**src/sv/csma_cd_transmit_control_defines.svh**
```systemverilog
// ----------------------------------------------------------------------------
// CSMA/CD transmit control: assertion macros
// Concurrent assertion helpers, clocked on clk_i; CSMA_ASSERT is disabled while rst_ni is low.
// ----------------------------------------------------------------------------
`ifndef CSMA_CD_TRANSMIT_CONTROL_DEFINES_SVH
`define CSMA_CD_TRANSMIT_CONTROL_DEFINES_SVH

// assertion disabled while in reset
`define CSMA_ASSERT(lbl, prop, msg) \
  lbl: assert property (@(posedge clk_i) disable iff (!rst_ni) (prop)) else $error(msg);

// assertion checked during reset as well
`define CSMA_ASSERT_ALWAYS(lbl, prop, msg) \
  lbl: assert property (@(posedge clk_i) (prop)) else $error(msg);

`endif

```
**src/sv/csmatx_pkg.sv**
```systemverilog
// ----------------------------------------------------------------------------
// CSMA/CD transmit control package
// Types, register codes and reset values shared by the controller files.
// ----------------------------------------------------------------------------
package csmatx_pkg;

  localparam int unsigned GapW   = 10;
  localparam int unsigned JamW   = 8;
  localparam int unsigned SlotW  = 10;
  localparam int unsigned LimW   = 4;
  localparam int unsigned RndW   = 10;
  localparam int unsigned IdleW  = 10;
  localparam int unsigned CountW = 5;
  localparam int unsigned WaitW  = 20;
  localparam int unsigned CfgW   = 10;
  localparam int unsigned CfgIdxW = 2;

  localparam logic [GapW-1:0]   GapReset   = 10'd96;
  localparam logic [JamW-1:0]   JamReset   = 8'd32;
  localparam logic [SlotW-1:0]  SlotReset  = 10'd512;
  localparam logic [LimW-1:0]   LimitReset = 4'd10;
  localparam logic [LimW-1:0]   LimitMax   = 4'd10;
  localparam logic [IdleW-1:0]  IdleMax    = 10'd1023;
  localparam logic [CountW-1:0] CountMax   = 5'd31;

  typedef enum logic [CfgIdxW-1:0] {
    REG_GAP   = 2'd0,
    REG_JAM   = 2'd1,
    REG_SLOT  = 2'd2,
    REG_LIMIT = 2'd3
  } reg_idx_e;

  typedef enum logic [2:0] {
    PH_SILENCE = 3'd0,
    PH_PACKET  = 3'd1,
    PH_GAP     = 3'd2,
    PH_TX      = 3'd3,
    PH_JAM     = 3'd4,
    PH_BACKOFF = 3'd5
  } phase_e;

  typedef struct packed {
    logic [GapW-1:0]  gap;
    logic [JamW-1:0]  jam;
    logic [SlotW-1:0] slot;
    logic [LimW-1:0]  limit;
  } cfg_t;

  typedef struct packed {
    logic            busy;
    logic            coll;
    logic            waiting;
    logic            done;
    logic [RndW-1:0] rnd;
  } item_t;

  typedef struct packed {
    logic              transmitting;
    logic              jamming;
    logic              taken;
    logic              released;
    logic [CountW-1:0] collisions;
    logic [2:0]        phase;
  } result_t;

endpackage

```
**src/sv/csmatx_fsm.sv**
```systemverilog
// ----------------------------------------------------------------------------
// CSMA/CD transmit control: per-bit-time state machine
// Holds the control state and computes one step and its result per item.
// ----------------------------------------------------------------------------
`include "csma_cd_transmit_control_defines.svh"

module csmatx_fsm (
  input  logic               clk_i,
  input  logic               rst_ni,
  input  logic               step_i,
  input  csmatx_pkg::item_t  item_i,
  input  csmatx_pkg::cfg_t   cfg_i,
  output csmatx_pkg::result_t res_o
);

  csmatx_pkg::phase_e                     phase_q, phase_d;
  logic [csmatx_pkg::IdleW-1:0]           idle_q, idle_d;
  logic [csmatx_pkg::CountW-1:0]          count_q, count_d;
  logic                                   hold_q, hold_d;
  logic [csmatx_pkg::WaitW-1:0]           wait_q, wait_d;

  logic [csmatx_pkg::IdleW-1:0]           idle_inc;
  logic [csmatx_pkg::LimW-1:0]            lim_cap;
  logic [csmatx_pkg::CountW-1:0]          expo;
  logic [csmatx_pkg::RndW:0]              mask_full;
  logic [csmatx_pkg::RndW-1:0]            rnd_masked;
  logic [csmatx_pkg::WaitW-1:0]           backoff;
  logic [csmatx_pkg::WaitW-1:0]           wait_dec;
  logic                                   chk;
  logic [csmatx_pkg::IdleW-1:0]           chk_idle;
  logic                                   took, freed;

  assign idle_inc = (idle_q == csmatx_pkg::IdleMax) ? idle_q : idle_q + 1'b1;

  // truncated binary exponential backoff draw
  assign lim_cap    = (cfg_i.limit > csmatx_pkg::LimitMax) ? csmatx_pkg::LimitMax : cfg_i.limit;
  assign expo       = (count_q > {1'b0, lim_cap}) ? {1'b0, lim_cap} : count_q;
  assign mask_full  = (11'(1) << expo) - 11'(1);
  assign rnd_masked = item_i.rnd & mask_full[csmatx_pkg::RndW-1:0];
  assign backoff    = cfg_i.slot * rnd_masked;
  assign wait_dec   = wait_q - 1'b1;

  always_comb begin
    phase_d  = phase_q;
    idle_d   = idle_q;
    count_d  = count_q;
    hold_d   = hold_q;
    wait_d   = wait_q;
    chk      = 1'b0;
    chk_idle = '0;
    took     = 1'b0;
    freed    = 1'b0;

    unique case (phase_q)
      csmatx_pkg::PH_PACKET: begin
        if (item_i.busy) begin
          phase_d = csmatx_pkg::PH_SILENCE;
        end else begin
          idle_d   = idle_inc;
          chk      = 1'b1;
          chk_idle = idle_inc;
        end
      end
      csmatx_pkg::PH_GAP: begin
        idle_d = idle_inc;
        if (idle_inc >= cfg_i.gap) phase_d = csmatx_pkg::PH_TX;
      end
      csmatx_pkg::PH_TX: begin
        if (item_i.coll) begin
          if (count_q != csmatx_pkg::CountMax) count_d = count_q + 1'b1;
          wait_d  = csmatx_pkg::WaitW'(cfg_i.jam);
          phase_d = csmatx_pkg::PH_JAM;
        end else if (item_i.done) begin
          hold_d = 1'b0;
          freed  = 1'b1;
          idle_d = '0;
          chk    = 1'b1;
        end
      end
      csmatx_pkg::PH_JAM: begin
        if (wait_q <= csmatx_pkg::WaitW'(1)) begin
          wait_d = backoff;
          if (backoff == '0) begin
            if (item_i.busy) begin
              phase_d = csmatx_pkg::PH_SILENCE;
            end else begin
              idle_d = '0;
              chk    = 1'b1;
            end
          end else begin
            phase_d = csmatx_pkg::PH_BACKOFF;
          end
        end else begin
          wait_d = wait_dec;
        end
      end
      csmatx_pkg::PH_BACKOFF: begin
        if (wait_q <= csmatx_pkg::WaitW'(1)) begin
          wait_d = '0;
          if (item_i.busy) begin
            phase_d = csmatx_pkg::PH_SILENCE;
          end else begin
            idle_d = '0;
            chk    = 1'b1;
          end
        end else begin
          wait_d = wait_dec;
        end
      end
      default: begin
        if (item_i.busy) begin
          phase_d = csmatx_pkg::PH_SILENCE;
        end else begin
          idle_d = '0;
          chk    = 1'b1;
        end
      end
    endcase

    // packet pickup and gap check
    if (chk) begin
      if (!hold_d && !item_i.waiting) begin
        phase_d = csmatx_pkg::PH_PACKET;
      end else begin
        if (!hold_d) begin
          hold_d  = 1'b1;
          count_d = '0;
          took    = 1'b1;
        end
        phase_d = (chk_idle >= cfg_i.gap) ? csmatx_pkg::PH_TX : csmatx_pkg::PH_GAP;
      end
    end
  end

  always_ff @(posedge clk_i or negedge rst_ni) begin
    if (!rst_ni) begin
      phase_q <= csmatx_pkg::PH_SILENCE;
      idle_q  <= '0;
      count_q <= '0;
      hold_q  <= 1'b0;
      wait_q  <= '0;
    end else if (step_i) begin
      phase_q <= phase_d;
      idle_q  <= idle_d;
      count_q <= count_d;
      hold_q  <= hold_d;
      wait_q  <= wait_d;
    end
  end

  assign res_o.transmitting = (phase_d == csmatx_pkg::PH_TX);
  assign res_o.jamming      = (phase_d == csmatx_pkg::PH_JAM);
  assign res_o.taken        = took;
  assign res_o.released     = freed;
  assign res_o.collisions   = count_d;
  assign res_o.phase        = phase_d;

  `CSMA_ASSERT(a_busy_phase_holds_pkt, (phase_q == csmatx_pkg::PH_GAP || phase_q == csmatx_pkg::PH_TX || phase_q == csmatx_pkg::PH_JAM || phase_q == csmatx_pkg::PH_BACKOFF) |-> hold_q, "active phase without a held packet")
  `CSMA_ASSERT(a_take_sets_hold, (step_i && took) |=> (hold_q && count_q == '0), "packet take did not latch")
  `CSMA_ASSERT(a_jam_fits, (phase_q == csmatx_pkg::PH_JAM) |-> (wait_q <= csmatx_pkg::WaitW'(255)), "jam counter out of range")
  `CSMA_ASSERT(a_no_take_and_hold, (step_i && took) |-> (!hold_q || phase_q == csmatx_pkg::PH_TX), "take while already holding")

endmodule

```
**src/sv/csma_cd_transmit_control.sv**
```systemverilog
// ----------------------------------------------------------------------------
// CSMA/CD transmit control
// MAC transmit controller with interframe gap, jam and truncated binary
// exponential backoff; one request per bit time.
// ----------------------------------------------------------------------------
// One request is one bit time of the medium. Each request's result passes
// through the input register and then the result register before it is
// presented, and a request is taken every clock as long as results are
// drained; the state machine step between the two registers sets that rate.
// Registers: 0 gap, 1 jam length, 2 slot time, 3 backoff limit; write them
// only when idle.
module csma_cd_transmit_control (
  input  logic                            clk_i,
  input  logic                            rst_ni,
  input  logic                            cfg_we_i,
  input  logic [csmatx_pkg::CfgIdxW-1:0]  cfg_idx_i,
  input  logic [csmatx_pkg::CfgW-1:0]     cfg_data_i,
  input  logic                            in_valid_i,
  output logic                            in_ready_o,
  input  logic                            carrier_busy_i,
  input  logic                            collision_seen_i,
  input  logic                            packet_waiting_i,
  input  logic                            tx_complete_i,
  input  logic [csmatx_pkg::RndW-1:0]     random_bits_i,
  output logic                            out_valid_o,
  input  logic                            out_ready_i,
  output logic                            transmitting_o,
  output logic                            jamming_o,
  output logic                            packet_taken_o,
  output logic                            packet_released_o,
  output logic [csmatx_pkg::CountW-1:0]   attempt_collisions_o,
  output logic [2:0]                      phase_o
);

  csmatx_pkg::cfg_t    cfg_q;
  csmatx_pkg::item_t   item_q;
  csmatx_pkg::result_t res_d, res_q;
  logic                in_vld_q, out_vld_q;
  logic                advance;

  always_ff @(posedge clk_i or negedge rst_ni) begin
    if (!rst_ni) begin
      cfg_q.gap   <= csmatx_pkg::GapReset;
      cfg_q.jam   <= csmatx_pkg::JamReset;
      cfg_q.slot  <= csmatx_pkg::SlotReset;
      cfg_q.limit <= csmatx_pkg::LimitReset;
    end else if (cfg_we_i) begin
      unique case (csmatx_pkg::reg_idx_e'(cfg_idx_i))
        csmatx_pkg::REG_GAP:   cfg_q.gap   <= cfg_data_i[csmatx_pkg::GapW-1:0];
        csmatx_pkg::REG_JAM:   cfg_q.jam   <= cfg_data_i[csmatx_pkg::JamW-1:0];
        csmatx_pkg::REG_SLOT:  cfg_q.slot  <= cfg_data_i[csmatx_pkg::SlotW-1:0];
        csmatx_pkg::REG_LIMIT: cfg_q.limit <= cfg_data_i[csmatx_pkg::LimW-1:0];
        default: ;
      endcase
    end
  end

  assign advance    = in_vld_q && (!out_vld_q || out_ready_i);
  assign in_ready_o = !in_vld_q || advance;

  always_ff @(posedge clk_i or negedge rst_ni) begin
    if (!rst_ni) begin
      in_vld_q  <= 1'b0;
      out_vld_q <= 1'b0;
    end else begin
      if (in_ready_o) in_vld_q <= in_valid_i;
      if (advance) begin
        out_vld_q <= 1'b1;
      end else if (out_ready_i) begin
        out_vld_q <= 1'b0;
      end
    end
  end

  always_ff @(posedge clk_i) begin
    if (in_valid_i && in_ready_o) begin
      item_q.busy    <= carrier_busy_i;
      item_q.coll    <= collision_seen_i;
      item_q.waiting <= packet_waiting_i;
      item_q.done    <= tx_complete_i;
      item_q.rnd     <= random_bits_i;
    end
    if (advance) res_q <= res_d;
  end

  csmatx_fsm u_fsm (
    .clk_i  (clk_i),
    .rst_ni (rst_ni),
    .step_i (advance),
    .item_i (item_q),
    .cfg_i  (cfg_q),
    .res_o  (res_d)
  );

  assign out_valid_o          = out_vld_q;
  assign transmitting_o       = res_q.transmitting;
  assign jamming_o            = res_q.jamming;
  assign packet_taken_o       = res_q.taken;
  assign packet_released_o    = res_q.released;
  assign attempt_collisions_o = res_q.collisions;
  assign phase_o              = res_q.phase;

endmodule
```
**config.mk**
```make
export PLATFORM = sky130hd
export DESIGN_NAME = csma_cd_transmit_control
export DESIGN_NICKNAME = d
export VERILOG_FILES = /design/src/sv/csmatx_pkg.sv /design/src/sv/csmatx_fsm.sv /design/src/sv/csma_cd_transmit_control.sv
export VERILOG_INCLUDE_DIRS = /design/src /design/src/sv
export SDC_FILE = /design/constraint.sdc
export NUM_CORES = 1
export LEC_CHECK = 0
export ABC_AREA = 1
export BUFFER_PORTS_ARGS = -buffer_cell sky130_fd_sc_hd__buf_2
export CORE_MARGIN = 2
export CORE_UTILIZATION = 40
export DETAILED_ROUTE_END_ITERATION = 10
export GPL_ROUTABILITY_DRIVEN = 0
export HOLD_SLACK_MARGIN = 0.12
export SYNTH_ARGS = -nofsm -noshare
export SYNTH_HDL_FRONTEND = slang
export SYNTH_HIERARCHICAL = 1
export SYNTH_SLANG_ARGS = --single-unit
```
**constraint.sdc**
```tcl
create_clock -name clk_i -period 7.97 [get_ports clk_i]
set_input_delay 0.3985 -clock clk_i [delete_from_list [all_inputs] [get_ports clk_i]]
set_output_delay 0.3985 -clock clk_i [all_outputs]
set_load 0.005 [all_outputs]
```
# == Word level (Yosys, flattened, before mapping) ==
# Cells that the tools add are included.
# totals
register_bits,99
in_bits,31
output_inout_bits,14
elab_cells,122
# classes
n_addsub,4
multipliers,1
n_lt_le_gt_ge,5
n_eq_ne,19
n_shift,1
n_mux,48
bitwise_logic,2
n_reduce_logical,20
# op_table
cell,count
$mux W10,10
$mux W20,3
$pmux W20 S3,1
$pmux W10 S5,1
$mux W5,7
$mux W3,8
$ge A10 B10 Y1,2
$le A20 B1 Y1 const B,1
$logic_not A20 Y1,1
$mul A10 B10 Y20,1
$sub A20 B1 Y20 const B,1
$mux W1,15
$pmux W3 S4,1
$add A10 B1 Y10 const B,1
$and A10 B10 Y10,1
$eq A10 B10 Y1 const B,1
$shl A1 B5 Y10 const A,1
$sub A10 B2 Y10 const B,1
$eq A3 B2 Y1 const B,3
$eq A3 B3 Y1 const B,3
$ne A2 B2 Y1 const B,4
$reduce_and A2 Y1,4
$reduce_and A7 Y1,1
$ne A2 B1 Y1 const B,3
other kinds (18),25

# == Logic depth before layout (Yosys ltp) ==
# Gate-level depths: netlist of the first run.
# logic_depth
depth_word,14
depth_mapped,52
mapped_depth_nobuf,52

# == Modules after synthesis ==
# The synthesis of the first run kept the hierarchy.
# modules_own_cells
mod,instances,cells_per_inst,area_each_um2,seq_area_each_um2
csmatx_fsm,1,1061,7257.0,975.9
csma_cd_transmit_control,1,182,2243.4,1639.1

# == Least setup slack after synthesis of the first run ==
# Ideal clock, no wire load.
# synth_path
path_type,reg2reg
start,reg cfg_q[1] in the netlist's numbering
end,reg res_q (netlist bit attempt_collisions_o[2]) (data pin)
setup_ns,0.260
arrival_ns,7.044
required_time_ns,7.710
setup_slack_ns,0.666
path_stages_with_launch,48
path_buffers,0
period_less_slack_ns,7.304
path_cell_list,dfstp_2 nand2_1 nand2_1 nand2_1 nand2_1 inv_1 ha_1 inv_1 nor2_1 nand4_2 nand2_2 nand2_1 nand2_2 nand4_2 ha_1 nand2_1 inv_1 nand2_1 (+12 left out) inv_1 o21bai_1 a21oi_1 nand2_2 nand2_1 nand2_1 nand2_1 nand3_1 nand2_1 nand3_1 nor2_1 nand2_1 nand2_1 nand2_1 nand2_4 nand4_4 inv_2 nor2_1
# synth_lines
item,line_no,source
from (decl),csma_cd_transmit_control.sv:35,csmatx_pkg::cfg_t cfg_q;
to (signal assigned),csma_cd_transmit_control.sv:83,if (advance) res_q <= res_d;
to (decl),csma_cd_transmit_control.sv:37,"csmatx_pkg::result_t res_d, res_q;"

==> results of run 1 <==
==> worst paths after layout <==
| check | endpoint | from |
|---|---|---|
| max in group asynchronous | in_vld_q | rst_ni |
| max | attempt_collisions_o[0] | cfg_q[1] |
| max reg2reg | attempt_collisions_o[0] | cfg_q[1] |
| min | cfg_q[8] | rst_ni |
| min reg2reg | cfg_q[27] | cfg_q[27] |
| min in group clk_i | item_q[10] | tx_complete_i |
==> cell families after synthesis <==
group           share of synthesized area
compound gates                     0.0760
xor+xnor                           0.0267
fa+ha+maj                           0.243
buf+inv                             0.116
flops                               0.275
simple gates                        0.263
==> synthesized netlist by cell type (7+ instances only) <==
master	number	area [sq um]
nand2_1	299	1120
inv_1	246	923
nor2_1	121	454
ha_1	85	1060
nand3_1	73	365
dfrtp_1	67	1680
fa_1	62	1240
o21ai_0	45	225
a21oi_1	31	155
nand4_1	31	194
edfxtp_1	26	781
xor2_1	24	210
nor3_1	13	65.1
buf_4	11	82.6
o211ai_1	10	75.1
clkbuf_1	7	26.3
nand2_2	7	43.8
==> metal layers <==
layer,up-vias,GRT usage,part of all wire
met2,207,0.309,0.45
met4,0,0.0609,0.019
li1,4049,-,-
met3,37,0.0326,0.052
met1,3860,0.286,0.48
met5,-,0,0
==> worst max-delay path: cells and delay by family, from the launching register on <==
family          cells  cell delay [ns]
xor+xnor            1             0.17
flops               1             0.55
buf+inv            10             0.69
simple gates       28             2.61
compound gates      2             0.25
fa+ha+maj           7             3.09
==> stage by stage <==
stage	utilization	std cells	hold slack, ns	setup TNS [ns]
floorplan	-	1243	0.103	0
global placement	0.430	1592	0.456	0
detailed placement	0.430	1592	0.457	0
CTS	0.444	1607	0.200	0
global route	0.465	1621	0.205	-0.699
finish	0.465	1621	0.181	0
==> state kept, by name (all words and copies together) (netlist names) <==
| signal | count |
|---|---|
| attempt_collisions_o | 5 |
| cfg_q | 32 |
| in_vld_q | 1 |
| item_q | 14 |
| jamming_o | 1 |
| out_valid_o | 1 |
| packet_released_o | 1 |
| packet_taken_o | 1 |
| phase_o | 3 |
| transmitting_o | 1 |
| u_fsm/count_q | 5 |
| u_fsm/hold_q | 1 |
| u_fsm/idle_q | 10 |
| u_fsm/phase_q | 3 |
| u_fsm/wait_q | 20 |
==> cell type report <==
cell class / instances / area share
multi-input cells: 867 / 0.566
clock buffers: 10 / 0.0230
flip-flops and latches: 99 / 0.240
clock inverters: 5 / 0.00759
inverters: 254 / 0.0884
repair buffers: 67 / 0.0377
well taps: 319 / 0.0367
==> repair_timing <==
| item | 4_1_cts | 5_1_grt |
|---|---|---|
| setup buffers | 0 | 13 |
| endpoints found under the hold margin | 0 | 0 |
| endpoints found under the setup margin | 0 | 30 |
| resized for setup | 0 | 91 |
==> run summary, run 1 <==
Core area: 23400 sq um
DRT iter0 DRCs: 600
WL/cell: 14.8 um
Fin area: 10900 sq um
Avg Vias per Cell: 5.03
Remaining Overflow, GRT: 0
FP Rows: 56
Total GRT Usage: 0.199
Layout cells sized above 1: 0.151
Die width: 158 um
Layout Nets: 1476
Synthesized net count: 1421
# port buffers: 44
Post-route clock period utilization: 0.955
Place WS: 0.0853 ns
Largest net degree at the start of global routing: 74
Delay of the slowest critical-path stage: 0.55 ns
Path depth of the worst reg2reg path: 48
Clock transition at path regs: 0.07 ns
Seq cells post-synth: 99
Fmax: 131 MHz
Relative slew slack: 0.282
Slowest CP cell: dfstp_2
Placed cell area: 10100 sq um
Total Wirelength: 24000 um
Main synth FF type: dfrtp_1
Commonest cells after routing, fill and taps aside: 275 x nand2_1, 235 x inv_1, 116 x nor2_1, 71 x ha_1, 67 x dfrtp_1
ANT nets after route: 0
Antenna diodes: 0
Most Frequent Cell on Critical Path: nand2_2
Hold Buf Count CTS: 0
Hold WC Path Type: input pin to asynchronous set/reset pin
Critical path arrival: 7.71 ns
Reg2Reg Setup Slack: 0.36 ns
Peak fanout along the critical path: 6
Most common cell after layout, fill and taps aside: nand2_1
Die Y: 158 um
Clock Latency Late Sink: 0.36 ns
Status: finished, final reports clean
CP Class: register to register
Final setup viols: 0
Post-synth EDFFs: 26
Period minus WS final: 7.61 ns
Element type at the critical path start: register
Clk sinks: 99
Initial core utilization: 0.406
Worst clock skew: 0.0121 ns
Seq/Total Area, Yosys: 0.275
Setup ws final: 0.361 ns
Vias: 8153
Vias in the first global route: 7952
Ys async rst share: 0.737
Post-synthesis cell type count: 54
Initial antenna violation count: 0
Worst setup EP type: register
Dpl hpwl: 18600 um
Crit path required time: 8.07 ns
Die area: 25000 sq um
# IOs: 45
DRT Pass-1 Iters: 5
Max Cap Viol: 0
Mean Syn Cell Area: 7.64 sq um
Total CTS buffers: 9
Synth Instances: 1243
H-tree depth: 3
Synthesis Warnings: 6
FILL cells: 2388
Final hold viol count: 0
Reg area: 2620 sq um
Final Slew Violations: 0
CTS tree: done
Slew @ Worst Pin: 1.08 ns
CTS root buf: clkbuf_16
# DRC: 0
Clock tree buffer depth: 2
First-pass GRT wire length: 39200 um
Area growth from synthesis to layout: 14.6%
Multi-input gate area: 6170 sq um
Synthesized cell area: 9500 sq um
Power of run 1 is not shown: default switching activity piles up to over one toggle a cycle in this logic, so the estimate is an artifact.
==> inputs of run 2 (changes only) <==
--- a/config.mk
+++ b/config.mk
@@ -8,11 +8,15 @@
 export LEC_CHECK = 0
 export ABC_AREA = 1
 export BUFFER_PORTS_ARGS = -buffer_cell sky130_fd_sc_hd__buf_2
+export CELL_PAD_IN_SITES_DETAIL_PLACEMENT = 0
+export CELL_PAD_IN_SITES_GLOBAL_PLACEMENT = 1
 export CORE_MARGIN = 2
 export CORE_UTILIZATION = 40
 export DETAILED_ROUTE_END_ITERATION = 10
 export GPL_ROUTABILITY_DRIVEN = 0
 export HOLD_SLACK_MARGIN = 0.12
+export PLACE_DENSITY_LB_ADDON = 0.1
+export RECOVER_POWER = 100
 export SYNTH_ARGS = -nofsm -noshare
 export SYNTH_HDL_FRONTEND = slang
 export SYNTH_HIERARCHICAL = 1
==> run 2 against run 1 <==
Net effect:
- the run now ends with capacitance limit, slew limit left
- die area unchanged
- critical path depth up 1
- clock-buffer cell count fell by 1
- sequential cell count unchanged
- largest cell class unchanged
==> run summary, run 2 (same netlist as run 1, synthesis figures left out) <==
Most common cell after layout, fill and taps aside: nand2_1
Die area: 25000 sq um
Period minus WS final: 7.54 ns
Largest register FFs: 32
Status: finished, violations left
Dpl hpwl: 19900 um
Clock transition at path regs: 0.07 ns
Clock tree buffer depth: 2
Largest net degree at the start of global routing: 57
# DRC: 0
Placed cell area: 10100 sq um
First-pass GRT wire length: 41400 um
Slew @ Worst Pin: 3.23 ns
Layout cells sized above 1: 0.155
Antenna diodes: 0
DRT Pass-1 Iters: 5
Total CTS buffers: 9
Crit path required time: 8.21 ns
CTS root buf: clkbuf_16
Vias: 8058
WL/cell: 15.5 um
Total Wirelength: 25300 um
Total GRT Usage: 0.212
CP Class: register to register
Clk sinks: 99
Avg Vias per Cell: 4.93
Vias in the first global route: 7870
Relative slew slack: -1.15
CTS tree: done
Hold WC Path Type: input pin to register
Commonest cells after routing, fill and taps aside: 271 x nand2_1, 230 x inv_1, 109 x nor2_1, 72 x ha_1, 67 x dfrtp_1
ANT nets after route: 0
Beginning of the worst register-to-register path: cfg_q[1]
Post-route clock period utilization: 0.947
Hold Slack: 0.223 ns
Slowest CP cell: fa_1
Layout Nets: 1487
Final Slew Violations: 57
Path depth of the worst reg2reg path: 49
Initial antenna violation count: 0
Final hold viol count: 0
Die width: 158 um
Critical path arrival: 7.78 ns
H-tree depth: 3
Final setup viols: 0
Max Cap Viol: 1
Worst setup EP type: register
Die Y: 158 um
Core area: 23400 sq um
Fmax: 133 MHz
Crit. Startpoint: cfg_q[1]
Reg2Reg Setup Slack: 0.43 ns
Most Frequent Cell on Critical Path: nand2_2
Top flop regs: cfg_q: 32 flops, u_fsm/wait_q: 20 flops, item_q: 14 flops
Area growth from synthesis to layout: 15.1%
Biggest register: cfg_q
Clock Latency Late Sink: 0.36 ns
DRT iter0 DRCs: 402
# port buffers: 44
Peak fanout along the critical path: 6
Failing checks: capacitance limit, slew limit
Initial core utilization: 0.406
Element type at the critical path start: register
FP Rows: 56
Final core utilization: 0.467
Remaining Overflow, GRT: 0
Worst clock skew: 0.0212 ns
FILL cells: 2459
Fin area: 10900 sq um
Worst flop-to-flop path endpoint: u_fsm/count_q[1]
# IOs: 45
Delay of the slowest critical-path stage: 0.57 ns
End of the critical path: u_fsm/count_q[1]
## run 2: worst min path at each step
| stage | startpoint | end | cells past startpoint |
|---|---|---|---|
| 2_1_floorplan | rst_ni | cfg_q[0] | 0 |
| 3_3_place_gp | rst_ni | cfg_q[9] | 1 |
| 3_5_place_dp | rst_ni | cfg_q[9] | 1 |
| 4_1_cts | packet_waiting_i | item_q[11] | 1 |
| 5_1_grt | carrier_busy_i | item_q[13] | 1 |
| 6_report | carrier_busy_i | item_q[13] | 1 |
## run 2: final cells by class
class	instances	area [sq um]	area share
inverter	254	965	0.0882
sequential	99	2620	0.239
clock inverter	7	68.8	0.00629
tap	319	399	0.0365
multi-input combinational	866	6170	0.564
clock buffer	9	225	0.0206
timing repair buffer	79	493	0.0451
## run 2: critical path, delay by kind of cell, from the launching register on
kind,cells,cell delay (ns)
adder cells (fa/ha/maj),8,3.40
AND/OR/NAND/NOR,31,2.78
flip-flops,1,0.55
buffers and inverters,8,0.52
AO/OA/AOI/OAI,2,0.21
## run 2: what timing repair did
action / 4_1_cts / 5_1_grt
setup buffers: 0 / 16
hold buffers: 1 / 0
hold endpoints to repair: 15 / 0
setup endpoints to repair: 0 / 30
resized for setup: 0 / 114
## run 2: per-layer routing
metal	up-vias	GRT usage	routed length, um	share of wire
met4	0	0.0446	254	0.010
met1	3853	0.308	12500	0.50
met3	16	0.0238	712	0.028
met5	-	0	0	0
met2	132	0.342	11800	0.47
li1	4057	-	-	-
## run 2: stage by stage
step           setup WS (ns)  TNS [ns]  std cells
2_1_floorplan          0.666         0       1243
3_3_place_gp           0.156         0       1600
3_5_place_dp           0.114         0       1600
4_1_cts               0.0766         0       1617
5_1_grt              -0.0455    -0.295       1633
6_report               0.426         0       1633
Power of run 2 is left out for the same reason.
==> inputs of run 3 (changes only) <==
--- a/config.mk
+++ b/config.mk
@@ -7,11 +7,13 @@
 export NUM_CORES = 1
 export LEC_CHECK = 0
 export ABC_AREA = 1
+export ABC_CLOCK_PERIOD_IN_PS = 7970
 export BUFFER_PORTS_ARGS = -buffer_cell sky130_fd_sc_hd__buf_2
 export CELL_PAD_IN_SITES_DETAIL_PLACEMENT = 0
 export CELL_PAD_IN_SITES_GLOBAL_PLACEMENT = 1
 export CORE_MARGIN = 2
 export CORE_UTILIZATION = 40
+export CTS_BUF_LIST = sky130_fd_sc_hd__clkbuf_4 sky130_fd_sc_hd__clkbuf_8
 export DETAILED_ROUTE_END_ITERATION = 10
 export GPL_ROUTABILITY_DRIVEN = 0
 export HOLD_SLACK_MARGIN = 0.12
==> run 3 against run 2 <==
Net effect:
- the flow still finishes with violations (capacitance limit, slew limit)
- via count shrank 0.67%
- sequential share of layout area rose by 0.38 points
- critical path depth is 1 higher
- clock-buffer cell count is the same
- critical endpoint unchanged
==> run summary, run 3 (same netlist as run 1, synthesis figures left out) <==
# DRC: 0
Avg Vias per Cell: 4.90
Slowest CP cell: dfstp_2
Crit. Startpoint: cfg_q[1]
Vias in the first global route: 7857
Clock tree buffer depth: 2
Final setup viols: 0
Clock transition at path regs: 0.10 ns
CTS tree: done
Delay of the slowest critical-path stage: 0.56 ns
Failing checks: capacitance limit, slew limit
Worst clock skew: 0.0306 ns
Max Cap Viol: 1
Die area: 25000 sq um
Place WS: 0.114 ns
Largest net degree at the start of global routing: 57
Period minus WS final: 7.62 ns
Fmax: 131 MHz
Core area: 23400 sq um
Peak fanout along the critical path: 6
Initial antenna violation count: 0
Setup ws final: 0.347 ns
Beginning of the worst register-to-register path: cfg_q[1]
Antenna diodes: 0
Clock Latency Late Sink: 0.40 ns
DP Cell Count: 1600
Die width: 158 um
Hold Crit Start: carrier_busy_i
Post-route clock period utilization: 0.956
Total Wirelength: 25100 um
Setup_tns: 0 ns
CP Class: register to register
RSZ-0062 raised after global routing: yes
Status: finished, violations left
Layout cells sized above 1: 0.149
Crit path required time: 8.25 ns
Layout Nets: 1486
DRT iter0 DRCs: 390
# IOs: 45
Slew @ Worst Pin: 3.23 ns
# port buffers: 44
Commonest cells after routing, fill and taps aside: 273 x nand2_1, 233 x inv_1, 107 x nor2_1, 74 x ha_1, 67 x dfrtp_1
WL/cell: 15.4 um
Hold WC Path Type: input pin to register
Area growth from synthesis to layout: 13.4%
Initial core utilization: 0.406
Total CTS buffers: 9
Final Slew Violations: 57
Final Instance Count excl. Fillers: 1632
Most Frequent Cell on Critical Path: nand2_2
Biggest register: cfg_q
Largest register FFs: 32
Die Y: 158 um
Worst setup EP type: register
Element type at the critical path start: register
Critical path arrival: 7.91 ns
ANT nets after route: 0
Final hold viol count: 0
CTS root buf: clkbuf_8
Total GRT Usage: 0.212
Reg area: 2620 sq um
First-pass GRT wire length: 41300 um
FILL cells: 2476
H-tree depth: 3
Most common cell after layout, fill and taps aside: nand2_1
Clk sinks: 99
FP Rows: 56
Dpl hpwl: 19900 um
Remaining Overflow, GRT: 0
Relative slew slack: -1.16
DRT Pass-1 Iters: 5
Vias: 8004
Top flop regs: cfg_q: 32 flops, u_fsm/wait_q: 20 flops, item_q: 14 flops
Multi-input gate area: 6130 sq um
-- run 3: cell types whose count changed in the layout (fill, tap and decap cells not counted), sizes merged --
cell	change
clkinv	+1
buf	-1
inv	-1
-- run 3: cell type report --
cell class,instances,area share
inverters,254,0.0896
flip-flops and latches,99,0.243
clock inverters,7,0.00639
repair buffers,78,0.0436
multi-input cells,866,0.569
clock buffers,9,0.0115
well taps,319,0.0371
-- run 3: per-layer routing --
metal / part of all wire / track usage / vias up
met3: 0.030 / 0.0271 / 18
li1: - / - / 4051
met5: 0 / 0 / -
met1: 0.50 / 0.307 / 3817
met4: 0.010 / 0.0446 / 0
met2: 0.46 / 0.340 / 118
-- run 3: critical path: cells and delay by family (launching register included) --
kind / cells / cell delay, ns
adder cells (fa/ha/maj): 8 / 3.23
AND/OR/NAND/NOR: 32 / 2.90
flip-flops: 1 / 0.56
buffers and inverters: 10 / 0.80
-- run 3: per-stage QoR --
stage	utilization	area [sq um]	hold slack [ns]
after floorplan	-	9500	0.103
after global placement	0.433	10100	0.283
after detailed placement	0.433	10100	0.285
after CTS	0.441	10300	0.161
after global routing	0.460	10800	0.150
final	0.460	10800	0.181
-- run 3: final timing paths --
path                            cells past startpoint               end  slack [ns]
max in group asynchronous                           3  u_fsm/count_q[3]        3.71
worst min-delay path                                1        item_q[13]        0.18
worst min register to register                      2         cfg_q[27]        0.47
worst max-delay path                               50  u_fsm/count_q[1]        0.35
min in group asynchronous                           2          cfg_q[8]        0.67
worst max register to register                     50  u_fsm/count_q[1]        0.35
-- run 3: what timing repair did --
action                     4_1_cts  5_1_grt
setup endpoints to repair        0       30
setup buffers                    0       15
hold buffers                     1        0
hold endpoints to repair        17        0
gates resized for setup          0      102
Power of run 3 is left out for the same reason.
